## src/rtl/rfdd_pkg.sv

```systemverilog
// Shared types, constants and the control ROM for the range filter / door detector.
// Used by the top level and the port checker. No dependencies.

package rfdd_pkg;

  localparam int unsigned DIST_BITS = 13;
  localparam int unsigned REG_BITS  = 13;
  localparam int unsigned PC_W      = 4;

  // Door states
  localparam logic [1:0] DOOR_UNKNOWN = 2'd0;
  localparam logic [1:0] DOOR_OPEN    = 2'd1;
  localparam logic [1:0] DOOR_CLOSED  = 2'd2;

  // Register indexes (word address)
  localparam logic [1:0] REG_OPEN  = 2'd0;
  localparam logic [1:0] REG_CLOSE = 2'd1;
  localparam logic [1:0] REG_STEP  = 2'd2;

  // Microprogram step addresses
  localparam logic [PC_W-1:0] ST_IDLE  = 4'd0;
  localparam logic [PC_W-1:0] ST_ZACC  = 4'd1;
  localparam logic [PC_W-1:0] ST_ZDIV  = 4'd2;
  localparam logic [PC_W-1:0] ST_ZWAIT = 4'd3;
  localparam logic [PC_W-1:0] ST_DOOR  = 4'd4;
  localparam logic [PC_W-1:0] ST_WACC  = 4'd5;
  localparam logic [PC_W-1:0] ST_WDIV  = 4'd6;
  localparam logic [PC_W-1:0] ST_WWAIT = 4'd7;
  localparam logic [PC_W-1:0] ST_OWAIT = 4'd8;
  localparam logic [PC_W-1:0] ST_PUB   = 4'd9;

  typedef struct packed {
    logic [DIST_BITS-1:0] zone_a_distance;
    logic                 zone_a_valid;
    logic [DIST_BITS-1:0] zone_b_distance;
    logic                 zone_b_valid;
    logic [DIST_BITS-1:0] zone_c_distance;
    logic                 zone_c_valid;
    logic [DIST_BITS-1:0] zone_d_distance;
    logic                 zone_d_valid;
  } in_item_t;

  typedef struct packed {
    logic [DIST_BITS-1:0] raw_distance;
    logic [DIST_BITS-1:0] filtered_distance;
    logic [1:0]           door_state;
    logic                 door_changed;
    logic                 publish;
  } out_item_t;

  // Accumulator operation
  typedef enum logic [1:0] {
    ACC_HOLD,
    ACC_CLR,
    ACC_ZONE,
    ACC_WIN
  } acc_e;

  // Jump condition: when true go to target, else fall through
  typedef enum logic [2:0] {
    JMP_NEXT,
    JMP_ALWAYS,
    JMP_NO_IN,
    JMP_ZONE_MORE,
    JMP_CNT_ZERO,
    JMP_DIV_BUSY,
    JMP_WIN_MORE,
    JMP_OUT_BUSY
  } jmp_e;

  typedef struct packed {
    acc_e            acc_op;
    logic            div_start;
    logic            div_win;
    logic            clr_raw;
    logic            ld_raw;
    logic            ld_filt;
    logic            door_upd;
    logic            out_load;
    jmp_e            jmp;
    logic [PC_W-1:0] tgt;
  } ctl_t;

  // Control ROM: one word per step
  function automatic ctl_t ctl_rom(logic [PC_W-1:0] pc);
    ctl_t w;
    w = '{acc_op: ACC_HOLD, div_start: 1'b0, div_win: 1'b0, clr_raw: 1'b0,
          ld_raw: 1'b0, ld_filt: 1'b0, door_upd: 1'b0, out_load: 1'b0,
          jmp: JMP_ALWAYS, tgt: ST_IDLE};
    unique case (pc)
      ST_IDLE: begin
        w.acc_op = ACC_CLR;
        w.jmp    = JMP_NO_IN;
        w.tgt    = ST_IDLE;
      end
      ST_ZACC: begin
        w.acc_op = ACC_ZONE;
        w.jmp    = JMP_ZONE_MORE;
        w.tgt    = ST_ZACC;
      end
      ST_ZDIV: begin
        w.div_start = 1'b1;
        w.clr_raw   = 1'b1;
        w.jmp       = JMP_CNT_ZERO;
        w.tgt       = ST_DOOR;
      end
      ST_ZWAIT: begin
        w.ld_raw = 1'b1;
        w.jmp    = JMP_DIV_BUSY;
        w.tgt    = ST_ZWAIT;
      end
      ST_DOOR: begin
        w.acc_op   = ACC_CLR;
        w.door_upd = 1'b1;
        w.jmp      = JMP_NEXT;
      end
      ST_WACC: begin
        w.acc_op = ACC_WIN;
        w.jmp    = JMP_WIN_MORE;
        w.tgt    = ST_WACC;
      end
      ST_WDIV: begin
        w.div_start = 1'b1;
        w.div_win   = 1'b1;
        w.jmp       = JMP_NEXT;
      end
      ST_WWAIT: begin
        w.ld_filt = 1'b1;
        w.jmp     = JMP_DIV_BUSY;
        w.tgt     = ST_WWAIT;
      end
      ST_OWAIT: begin
        w.jmp = JMP_OUT_BUSY;
        w.tgt = ST_OWAIT;
      end
      ST_PUB: begin
        w.out_load = 1'b1;
        w.jmp      = JMP_ALWAYS;
        w.tgt      = ST_IDLE;
      end
      default: begin
        w.jmp = JMP_ALWAYS;
        w.tgt = ST_IDLE;
      end
    endcase
    return w;
  endfunction

endpackage

```

## src/rtl/rfdd_div.sv

```systemverilog
// Restoring unsigned divider, one quotient bit per cycle.
// Depends on nothing; used by the range filter top level for both means.

module rfdd_div #(
  parameter int unsigned DVD_W = 16,
  parameter int unsigned DVS_W = 3
) (
  input  logic             clk_i,
  input  logic             rst_ni,
  input  logic             start_i,
  input  logic [DVD_W-1:0] dividend_i,
  input  logic [DVS_W-1:0] divisor_i,
  output logic             busy_o,
  output logic [DVD_W-1:0] quotient_o
);

  localparam int unsigned CNT_W = $clog2(DVD_W + 1);

  logic             busy_q, busy_d;
  logic [CNT_W-1:0] cnt_q, cnt_d;
  logic [DVD_W-1:0] dvd_q, dvd_d;
  logic [DVS_W-1:0] dvs_q, dvs_d;
  logic [DVS_W-1:0] rem_q, rem_d;
  logic [DVS_W:0]   trial;
  logic             qbit;

  // One restoring step
  always_comb begin
    trial  = {rem_q, dvd_q[DVD_W-1]};
    qbit   = (trial >= {1'b0, dvs_q});
    busy_d = busy_q;
    cnt_d  = cnt_q;
    dvd_d  = dvd_q;
    dvs_d  = dvs_q;
    rem_d  = rem_q;
    if (start_i) begin
      busy_d = 1'b1;
      cnt_d  = CNT_W'(DVD_W);
      dvd_d  = dividend_i;
      dvs_d  = divisor_i;
      rem_d  = '0;
    end else if (busy_q) begin
      rem_d = qbit ? DVS_W'(trial - {1'b0, dvs_q}) : trial[DVS_W-1:0];
      dvd_d = {dvd_q[DVD_W-2:0], qbit};
      cnt_d = cnt_q - 1'b1;
      if (cnt_q == CNT_W'(1)) begin
        busy_d = 1'b0;
      end
    end
  end

  always_ff @(posedge clk_i or negedge rst_ni) begin
    if (!rst_ni) begin
      busy_q <= 1'b0;
      cnt_q  <= '0;
    end else begin
      busy_q <= busy_d;
      cnt_q  <= cnt_d;
    end
  end

  always_ff @(posedge clk_i) begin
    dvd_q <= dvd_d;
    dvs_q <= dvs_d;
    rem_q <= rem_d;
  end

  assign busy_o     = busy_q;
  assign quotient_o = dvd_q;

endmodule

```

## src/rtl/range_filter_door_detector_unit.sv

```systemverilog
// Range filter and door detector. Each frame uses the shared divider, one quotient bit a cycle,
// once for the zone mean (skipped when no zone is valid) and once for the window mean, with
// the window entries summed in between. One frame at a time; the next frame is taken once the
// previous result is in the output register. Reset clears control state and loads thresholds
// 500/800 and step 50; window contents are not cleared (fill count hides them). Depends on
// rfdd_pkg and rfdd_div.

module range_filter_door_detector_unit #(
  parameter int unsigned WINDOW_LEN = 7
) (
  input  logic                clk_i,
  input  logic                rst_ni,
  input  logic                in_valid_i,
  output logic                in_ready_o,
  input  rfdd_pkg::in_item_t  in_data_i,
  output logic                out_valid_o,
  input  logic                out_ready_i,
  output rfdd_pkg::out_item_t out_data_o,
  input  logic                psel,
  input  logic                penable,
  input  logic                pwrite,
  input  logic [3:0]          paddr,
  input  logic [31:0]         pwdata,
  output logic [31:0]         prdata,
  output logic                pready
);

  import rfdd_pkg::*;

  localparam int unsigned CNT_W = $clog2(WINDOW_LEN + 1);
  localparam int unsigned IDX_W = (WINDOW_LEN > 1) ? $clog2(WINDOW_LEN) : 1;
  localparam int unsigned ACC_W = DIST_BITS + ((CNT_W > 2) ? CNT_W : 2);
  localparam int unsigned DIV_W = (CNT_W > 3) ? CNT_W : 3;

  // Configuration registers
  logic [REG_BITS-1:0] open_thr_q, close_thr_q, step_q;
  logic                cfg_wr;

  assign pready = 1'b1;
  assign cfg_wr = psel && penable && pwrite;

  always_ff @(posedge clk_i or negedge rst_ni) begin
    if (!rst_ni) begin
      open_thr_q  <= REG_BITS'(500);
      close_thr_q <= REG_BITS'(800);
      step_q      <= REG_BITS'(50);
    end else if (cfg_wr) begin
      unique case (paddr[3:2])
        REG_OPEN:  open_thr_q  <= pwdata[REG_BITS-1:0];
        REG_CLOSE: close_thr_q <= pwdata[REG_BITS-1:0];
        REG_STEP:  step_q      <= pwdata[REG_BITS-1:0];
        default:   ;
      endcase
    end
  end

  always_comb begin
    unique case (paddr[3:2])
      REG_OPEN:  prdata = 32'(open_thr_q);
      REG_CLOSE: prdata = 32'(close_thr_q);
      REG_STEP:  prdata = 32'(step_q);
      default:   prdata = '0;
    endcase
  end

  // Sequencer
  logic [PC_W-1:0] pc_q, pc_d;
  ctl_t            ctl;
  logic            jmp_take;
  logic            in_acc;
  logic            out_busy;

  // Datapath state
  in_item_t             frame_q;
  logic [ACC_W-1:0]     acc_q;
  logic [1:0]           zidx_q;
  logic [2:0]           zcnt_q;
  logic [IDX_W-1:0]     widx_q, wr_idx_q;
  logic [CNT_W-1:0]     fill_q;
  logic [DIST_BITS-1:0] win_q [WINDOW_LEN];
  logic [DIST_BITS-1:0] raw_q, last_raw_q, filt_q, last_rep_q;
  logic [1:0]           door_q, door_nxt;
  logic                 changed_q, has_rep_q;
  logic                 out_valid_q;
  out_item_t            out_q;

  // Divider hookup
  logic             div_go, div_busy;
  logic [ACC_W-1:0] div_q;
  logic [DIV_W-1:0] div_dvs;

  logic [DIST_BITS-1:0] zone_dist;
  logic                 zone_vld;
  logic [DIST_BITS-1:0] delta;
  logic                 pub;

  assign ctl      = ctl_rom(pc_q);
  assign in_ready_o = (pc_q == ST_IDLE);
  assign in_acc   = in_valid_i && in_ready_o;
  assign out_busy = out_valid_q && !out_ready_i;

  always_comb begin
    unique case (ctl.jmp)
      JMP_NEXT:      jmp_take = 1'b0;
      JMP_ALWAYS:    jmp_take = 1'b1;
      JMP_NO_IN:     jmp_take = !in_valid_i;
      JMP_ZONE_MORE: jmp_take = (zidx_q != 2'd3);
      JMP_CNT_ZERO:  jmp_take = (zcnt_q == 3'd0);
      JMP_DIV_BUSY:  jmp_take = div_busy;
      JMP_WIN_MORE:  jmp_take = ((CNT_W'(widx_q) + 1'b1) != fill_q);
      JMP_OUT_BUSY:  jmp_take = out_busy;
      default:       jmp_take = 1'b0;
    endcase
    pc_d = jmp_take ? ctl.tgt : (pc_q + 1'b1);
  end

  // Zone select for the accumulate loop
  always_comb begin
    unique case (zidx_q)
      2'd0: begin zone_dist = frame_q.zone_a_distance; zone_vld = frame_q.zone_a_valid; end
      2'd1: begin zone_dist = frame_q.zone_b_distance; zone_vld = frame_q.zone_b_valid; end
      2'd2: begin zone_dist = frame_q.zone_c_distance; zone_vld = frame_q.zone_c_valid; end
      default: begin
        zone_dist = frame_q.zone_d_distance;
        zone_vld  = frame_q.zone_d_valid;
      end
    endcase
  end

  // Door hysteresis
  always_comb begin
    unique case (door_q)
      DOOR_OPEN: door_nxt = (raw_q > close_thr_q) ? DOOR_CLOSED : DOOR_OPEN;
      default:   door_nxt = (raw_q < open_thr_q) ? DOOR_OPEN : DOOR_CLOSED;
    endcase
  end

  // Publish decision
  assign delta = (filt_q > last_rep_q) ? (filt_q - last_rep_q) : (last_rep_q - filt_q);
  assign pub   = !has_rep_q || (delta >= step_q);

  // Divider: skip the zone mean when no zone has a target
  assign div_go  = ctl.div_start && (ctl.div_win || (zcnt_q != 3'd0));
  assign div_dvs = ctl.div_win ? DIV_W'(fill_q) : DIV_W'(zcnt_q);

  rfdd_div #(
    .DVD_W (ACC_W),
    .DVS_W (DIV_W)
  ) u_div (
    .clk_i      (clk_i),
    .rst_ni     (rst_ni),
    .start_i    (div_go),
    .dividend_i (acc_q),
    .divisor_i  (div_dvs),
    .busy_o     (div_busy),
    .quotient_o (div_q)
  );

  // Control state
  always_ff @(posedge clk_i or negedge rst_ni) begin
    if (!rst_ni) begin
      pc_q        <= ST_IDLE;
      wr_idx_q    <= '0;
      fill_q      <= '0;
      door_q      <= DOOR_UNKNOWN;
      last_raw_q  <= '0;
      last_rep_q  <= '0;
      has_rep_q   <= 1'b0;
      out_valid_q <= 1'b0;
    end else begin
      pc_q <= pc_d;
      if (ctl.door_upd) begin
        if (raw_q != last_raw_q) begin
          last_raw_q <= raw_q;
          door_q     <= door_nxt;
        end
        wr_idx_q <= (wr_idx_q == IDX_W'(WINDOW_LEN - 1)) ? '0 : (wr_idx_q + 1'b1);
        if (fill_q != CNT_W'(WINDOW_LEN)) begin
          fill_q <= fill_q + 1'b1;
        end
      end
      if (ctl.out_load) begin
        out_valid_q <= 1'b1;
        if (pub) begin
          last_rep_q <= filt_q;
          has_rep_q  <= 1'b1;
        end
      end else if (out_ready_i) begin
        out_valid_q <= 1'b0;
      end
    end
  end

  // Payload and working registers
  always_ff @(posedge clk_i) begin
    if (in_acc) begin
      frame_q <= in_data_i;
    end
    unique case (ctl.acc_op)
      ACC_CLR: begin
        acc_q  <= '0;
        zidx_q <= '0;
        zcnt_q <= '0;
        widx_q <= '0;
      end
      ACC_ZONE: begin
        if (zone_vld) begin
          acc_q  <= acc_q + ACC_W'(zone_dist);
          zcnt_q <= zcnt_q + 1'b1;
        end
        zidx_q <= zidx_q + 1'b1;
      end
      ACC_WIN: begin
        acc_q  <= acc_q + ACC_W'(win_q[widx_q]);
        widx_q <= widx_q + 1'b1;
      end
      default: ;
    endcase
    if (ctl.clr_raw) begin
      raw_q <= '0;
    end else if (ctl.ld_raw && !div_busy) begin
      raw_q <= div_q[DIST_BITS-1:0];
    end
    if (ctl.ld_filt && !div_busy) begin
      filt_q <= div_q[DIST_BITS-1:0];
    end
    if (ctl.door_upd) begin
      win_q[wr_idx_q] <= raw_q;
      changed_q       <= (raw_q != last_raw_q) && (door_nxt != door_q);
    end
    if (ctl.out_load) begin
      out_q.raw_distance      <= raw_q;
      out_q.filtered_distance <= filt_q;
      out_q.door_state        <= door_q;
      out_q.door_changed      <= changed_q;
      out_q.publish           <= pub;
    end
  end

  assign out_valid_o = out_valid_q;
  assign out_data_o  = out_q;

endmodule

```

## config.mk

```make
export PLATFORM = sky130hd
export DESIGN_NAME = range_filter_door_detector_unit
export DESIGN_NICKNAME = d
export VERILOG_FILES = /design/src/rtl/rfdd_pkg.sv /design/src/rtl/rfdd_div.sv /design/src/rtl/range_filter_door_detector_unit.sv
export SDC_FILE = /design/constraint.sdc
export NUM_CORES = 1
export LEC_CHECK = 0
export ABC_CLOCK_PERIOD_IN_PS = 4750
export BUFFER_PORTS_ARGS = -buffer_cell sky130_fd_sc_hd__buf_2
export CAP_MARGIN = 20
export CORE_ASPECT_RATIO = 1.25
export CORE_UTILIZATION = 60
export DETAILED_ROUTE_END_ITERATION = 7
export PLACE_DENSITY = 0.81
export SYNTH_ARGS = -nofsm -noshare
export SYNTH_HDL_FRONTEND = slang
export SYNTH_SLANG_ARGS = --single-unit
export TNS_END_PERCENT = 30
```

## constraint.sdc

```tcl
create_clock -name clk_i -period 4.75 [get_ports clk_i]
set_input_delay 0.95 -clock clk_i [delete_from_list [all_inputs] [get_ports clk_i]]
set_output_delay 0.95 -clock clk_i [all_outputs]
set_load 0.01 [all_outputs]
```

== Word-level counts from Yosys, hierarchy flattened ==
Memories as Yosys holds them, arrays and structs flattened. A register that Yosys moved wholly into a read port is not among the register bits.
Cells that the tools add are included.

* Register bits: 244
* RAM bits: 91
* Output and inout port bits: 65
* Memories kept: 1

* Add/subtract/negate cells: 12
* $lt $le $gt $ge: 5
* Equal/unequal tests: 32
* Multiplexer cells: 40
* Reduce and logical (&&, ||, !) cells: 37

{| class="wikitable"
|+ Memory list
! memory !! depth !! bits a word !! read ports !! clocked after memory_dff !! wr ports !! line !! RTL
|-
| win_q || 7 || 13 || 1 || 1 || 1 || range_filter_door_detector_unit.sv:80 || <nowiki>logic [DIST_BITS-1:0] win_q [WINDOW_LEN];</nowiki>
|}

{| class="wikitable"
|+ Operators with widths
! kind !! number
|-
| 13-bit case mux with 3 select lines || 2
|-
| 16-bit two-way mux || 3
|-
| 16-bit case mux with 3 select lines || 1
|-
| 16-bit by 13-bit adder with 16-bit output || 2
|-
| 13-bit > comparator || 2
|-
| 13-bit subtractor || 2
|-
| 4-bit case mux with 6 select lines || 1
|-
| 3-bit case mux with 7 select lines || 1
|-
| 4-bit by 3-bit equality test with 1-bit output (second input constant) || 4
|-
| 2-bit AND reduction || 8
|-
| 3-bit equality test (second input constant) || 5
|-
| 3-bit two-way mux || 5
|-
| 1-bit two-way mux || 14
|-
| 13-bit greater-or-equal comparator || 1
|-
| 13-bit < comparator || 1
|-
| 13-bit two-way mux || 1
|-
| 13-bit inequality test || 1
|-
| 3-bit by 1-bit adder with 3-bit output (second input constant) || 4
|-
| 3-bit case mux with 2 select lines || 2
|-
| 5-bit two-way mux || 2
|-
| 2-bit by 1-bit equality test with 1-bit output (second input constant) || 4
|-
| 2-bit equality test (second input constant) || 4
|-
| 4-bit by 2-bit equality test with 1-bit output (second input constant) || 2
|-
| 4-bit equality test (second input constant) || 2
|-
| 28 further kinds || 52
|}

== Logic depth before layout (Yosys ltp) ==
* Word-level depth: 6
* Mapped depth: 22
* Mapped depth without buffers: 20

== Modules after synthesis ==
A second synthesis with hierarchy kept.

* Cell total of the unflattened synthesis: 1,323
* Area total of the unflattened synthesis: 16,549.6 um2

{| class="wikitable"
|+ By module, submodules not included
! module !! instances !! cells an instance !! area each (um2) !! sequential area each (um2)
|-
| range_filter_door_detector_unit || 1 || 1,224 || 15,219.6 || 8,768.4
|-
| rfdd_div || 1 || 99 || 1,330.0 || 780.7
|}

== Worst setup path before layout ==
No wires, ideal clock.

* Kind: flip-flop to flip-flop
* From: reg filt_q[8]
* To: reg last_rep_q[10]
* Arrival: 4.092 ns
* Required time: 4.671 ns
* Slack: 0.578 ns
* Cell stages (with the launch flop): 23
* Path buffers: 4
* Period minus slack after synthesis: 4.172 ns
* Cell sequence: edfxtp_1 inv_1 ha_1 buf_2 nand4_2 or4_1 buf_2 and2_4 buf_6 o21ai_1 o31ai_1 o31ai_1 nor3_1 nor4_1 ha_1 a21oi_1 nor2b_1 o21ai_0 nand4b_1 a31o_2 nand2_1 buf_2 mux2i_1

* Longest elaborated chain between the ends: 5

{| class="wikitable"
|+ RTL lines
! element !! line !! RTL
|-
| start: declaration || range_filter_door_detector_unit.sv:81 || <nowiki>logic [DIST_BITS-1:0] raw_q, last_raw_q, filt_q, last_rep_q;</nowiki>
|-
| start signal: assignment || range_filter_door_detector_unit.sv:225 || <nowiki>filt_q <= div_q[DIST_BITS-1:0];</nowiki>
|-
| 13-bit subtractor or 13-bit > comparator (tied branches) || range_filter_door_detector_unit.sv:139 || <nowiki>assign delta = (filt_q > last_rep_q) ? (filt_q - last_rep_q) : (last_rep_q - filt_q);</nowiki>
|-
| 13-bit two-way mux (*) || range_filter_door_detector_unit.sv:139 ||
|-
| 13-bit greater-or-equal comparator (*) || range_filter_door_detector_unit.sv:140 || <nowiki>assign pub = !has_rep_q || (delta >= step_q);</nowiki>
|-
| 1-bit logical OR (*) || range_filter_door_detector_unit.sv:140 ||
|-
| named net pub || range_filter_door_detector_unit.sv:95 || <nowiki>logic pub;</nowiki>
|-
| 2-bit AND reduction (no line) (*) || n/a ||
|-
| end signal: assignment || range_filter_door_detector_unit.sv:185 || <nowiki>last_rep_q <= filt_q;</nowiki>
|-
| end: declaration || range_filter_door_detector_unit.sv:81 ||
|}

The timed path passes the listed nets; every way through them passes the cells marked *.
A chain may end at the register's enable or synchronous reset.

== Worst setup path after layout ==
* From: reg filt_q[3]
* To: reg last_rep_q[12]

The elaborated chain is that of the path after synthesis.

==> impl_metrics.toml <==
[die]
start_util_pct = 61.3
core-area_um2 = 26900
chipWidth_um = 150
num_io_pins = 164
rows = 67
dieArea_um2 = 28200
die_h_um = 187

[global_route]
grt_start_max_net_pins = 57
grtUsageTotal_pct = 26.2
grt-ovfl-total = 0
grt_pass1_wl_mm = 56.8
antenna_found_initial = 0
grt_pass1_vias = 11000

[worst_setup_path]
end_kind = "flop"
worstPathMaxFanout = 8
startpoint_type = "flop"
crit_type = "flop to flop"
crit-reg2reg-launch = "filt_q[3]"
r2r_cells = 20
arrival_ns = 4.90
r2r-end = "last_rep_q[12]"
worst_ep_required_time_ns = 5.14
reg2reg_slack_ns = 0.23

[logic_synthesis]
synth_compound_gate_area_share_pct = 9.92
synth_edf_count = 234
synth_xor_area_share_pct = 2.28
postSynthRegisterBits = 338
ys.flop_type = "edfxtp_1"
synth_top_area_share_pct = 42.6
seq_area_frac_synth_pct = 57.9
syn_inst = 1341
synth_area_um2 = 16500
synth_top_family_by_area = "compound AO/OA/AOI/OAI gates"
syn_avg_cell_area_um2 = 12.3
synth_area_leaders = "edfxtp_1, dfrtp_1, ha_1, mux2_2, mux2i_1"
yosysWarnings = 0
yosysTopAreaCell = "edfxtp_1"
synthAdderAreaFrac_pct = 7.84
synth_cell_types = 61
synthSimpleGateAreaFrac_pct = 8.38
synth_mux_area_share_pct = 9.34
synthArstFlopShare_pct = 25.1

[placed_design]
port_buffers = 122
post-place-ws_ns = 0.0770
dp_hpwl_mm = 25.0
place_congestion = 0.884

[cells_and_area]
layout.nets = 1702
syn_to_final_growth_pct = 14.8
final_util_pct = 70.4
drive_gt1_share_pct = 22.4
antenna_cells = 0

[sta]
max_freq_mhz = 221
fin_crit_ns = 4.52
fin_ws_ns = 0.235
fin_crit_sh_pct = 95.1
final-max-slew-violation-count = 0
hold_viol_final = 0
clock_skew_ns = 0.0254
tightest_slew_ns = 1.04
slew_headroom_pct = 30.6
setup_viol = 0
holdWs_ns = 0.425

[hold_path]
hold_depth = 0
hold_end = "out_data_o[1]"
holdCritStartpoint = "changed_q"
hold_path_class = "flop to flop"

[clock_tree]
ctsLongestPathBuffers = 3
cts_tree = "built"
cts_buffers = 34
cts.reportedPaths.clkPinSlew_ns = 0.06
clkLatencyLatePin_ns = 0.52
htreeDepth = 2
postCtsSetupBuffers = 0
clockRootBuffer = "clkbuf_16"
clock-sinks = 338

[power]
leakage_uw = 0.00799
seq_power_share_pct = 38.0
power_switching_uw = 4640
ir_drop_mv = 0.426
intPower_uw = 8150
p_sw_share_pct = 36.3
p_total_uw = 12800
p_comb_share_pct = 39.7
clock_power_share_pct = 22.3
pwr_density_cell_nw_per_um2 = 675

[routing]
drc_errors = 0
num_vias = 11000
antenna_left = 0
dr.first_iter.drc_count = 677
dr.pass1.iters = 5
routedWlPerCell_um = 19.1
routed_wl_mm = 35.7
vias_per_cell = 5.87

[flow_run]
drv_cap = 0

[status]
status = "finished, final reports clean"
## per-stage QoR
step / area (um2) / setup TNS (ns) / std cells
after floorplan: 16600 / 0 / 1359
after global placement: 17700 / 0 / 1809
after detailed placement: 17700 / 0 / 1809
after CTS: 18900 / 0 / 1871
after global routing: 19000 / -0.240 / 1873
final: 19000 / 0 / 1873
## cell usage after synthesis, types with 10 or more instances
library cell / n
edfxtp_1: 234
nand2_1: 123
inv_1: 100
ha_1: 97
o21ai_0: 86
a21oi_1: 78
dfrtp_1: 73
mux2_2: 60
nor2_1: 57
mux2i_1: 55
clkbuf_1: 34
a21o_1: 27
xnor2_1: 26
buf_4: 20
nor3_1: 20
dfxtp_1: 19
xor2_1: 17
nand2b_1: 15
nor2b_1: 15
a211oi_1: 14
a222oi_1: 14
mux4_2: 13
nand3_1: 13
nand4_1: 13
dfstp_2: 12
o21a_1: 10
## power by group through the flow
stage               Clock, uW  Sequential [uW]  Combinational, uW
floorplan                   0             4600               3790
global placement            0             4870               4770
detailed placement          0             4920               4940
CTS                      2890             4870               5020
global route             3000             4950               5650
finish                   2850             4870               5070
## area by class of cell
class	instances	area (um2)
Timing Repair Buffer	173	1020
Sequential cell	338	9550
Multi-Input combinational cell	854	6360
Tap cell	345	432
Clock buffer	40	935
Fill cell	1806	7960
Clock inverter	22	277
Inverter	101	379
## per-layer routing
| layer | up-vias | wire length, um | GRT usage, % |
|---|---|---|---|
| met4 | 0 | 1480 | 11.2 |
| met2 | 432 | 18000 | 45.0 |
| met5 | - | 0 | 0 |
| met1 | 5330 | 14400 | 32.8 |
| met3 | 97 | 1910 | 3.66 |
| li1 | 5144 | - | - |
## kinds of logic (layout without fill, tap and decap cells)
logic type | count (synthesis) | in the layout
AOI/OAI and AO/OA | 266 | 266
xor gates and xnor gates | 43 | 43
adders and majority gates | 101 | 101
buffers and inverters | 167 | 336
DFF | 338 | 338
muxes | 129 | 129
other | 2 | 20
and+or+nand+nor | 295 | 295
## placed cells by master (no fill, tap or decap), types with 26 or more instances in the layout
master,n
edfxtp_1,234
nand2_1,123
buf_2,121
inv_1,100
ha_1,97
o21ai_0,86
a21oi_1,78
dfrtp_1,73
mux2_2,60
nor2_1,56
mux2i_1,55
buf_4,50
clkbuf_16,35
a21o_1,27
xnor2_1,26
## how the worst max path moves through the flow
stage	from	end	cells after the start
floorplan	filt_q[8]	last_rep_q[10]	22
global placement	filt_q[2]	last_rep_q[12]	20
CTS	filt_q[3]	last_rep_q[12]	20
global route	filt_q[1]	last_rep_q[0]	21
detailed placement	filt_q[1]	last_rep_q[12]	20
finish	filt_q[3]	last_rep_q[12]	20
## critical path, stage by stage, from the launching register on
cell      delay [ns]
edfxtp_1        0.38
inv_1           0.07
ha_1            0.30
nand3_1         0.18
or4_4           0.65
and2_4          0.23
o21ai_1         0.22
o31ai_2         0.12
o31ai_1         0.13
nor3_1          0.12
nor4_2          0.35
buf_4           0.17
ha_1            0.23
a21oi_1         0.13
nor2b_1         0.06
o21ai_0         0.16
nand4b_1        0.11
a31o_2          0.23
nand2_1         0.11
buf_12          0.14
mux2_2          0.32
## sequential cells by signal, summed over array words and instances, names as in the netlist, 5 cells and up, named ones only
name / cells
u_div.cnt_q: 5
u_div.quotient_o: 16
frame_q: 56
step_q: 13
last_raw_q: 13
close_thr_q: 13
acc_q: 16
last_rep_q: 13
out_data_o: 30
win_q: 91
raw_q: 13
filt_q: 13
open_thr_q: 13
## repair_timing
item	CTS	global route
gates resized for setup	0	4
endpoints found under the setup margin	0	13
hold buffers	0	0
(Power assumes the default switching activity.)
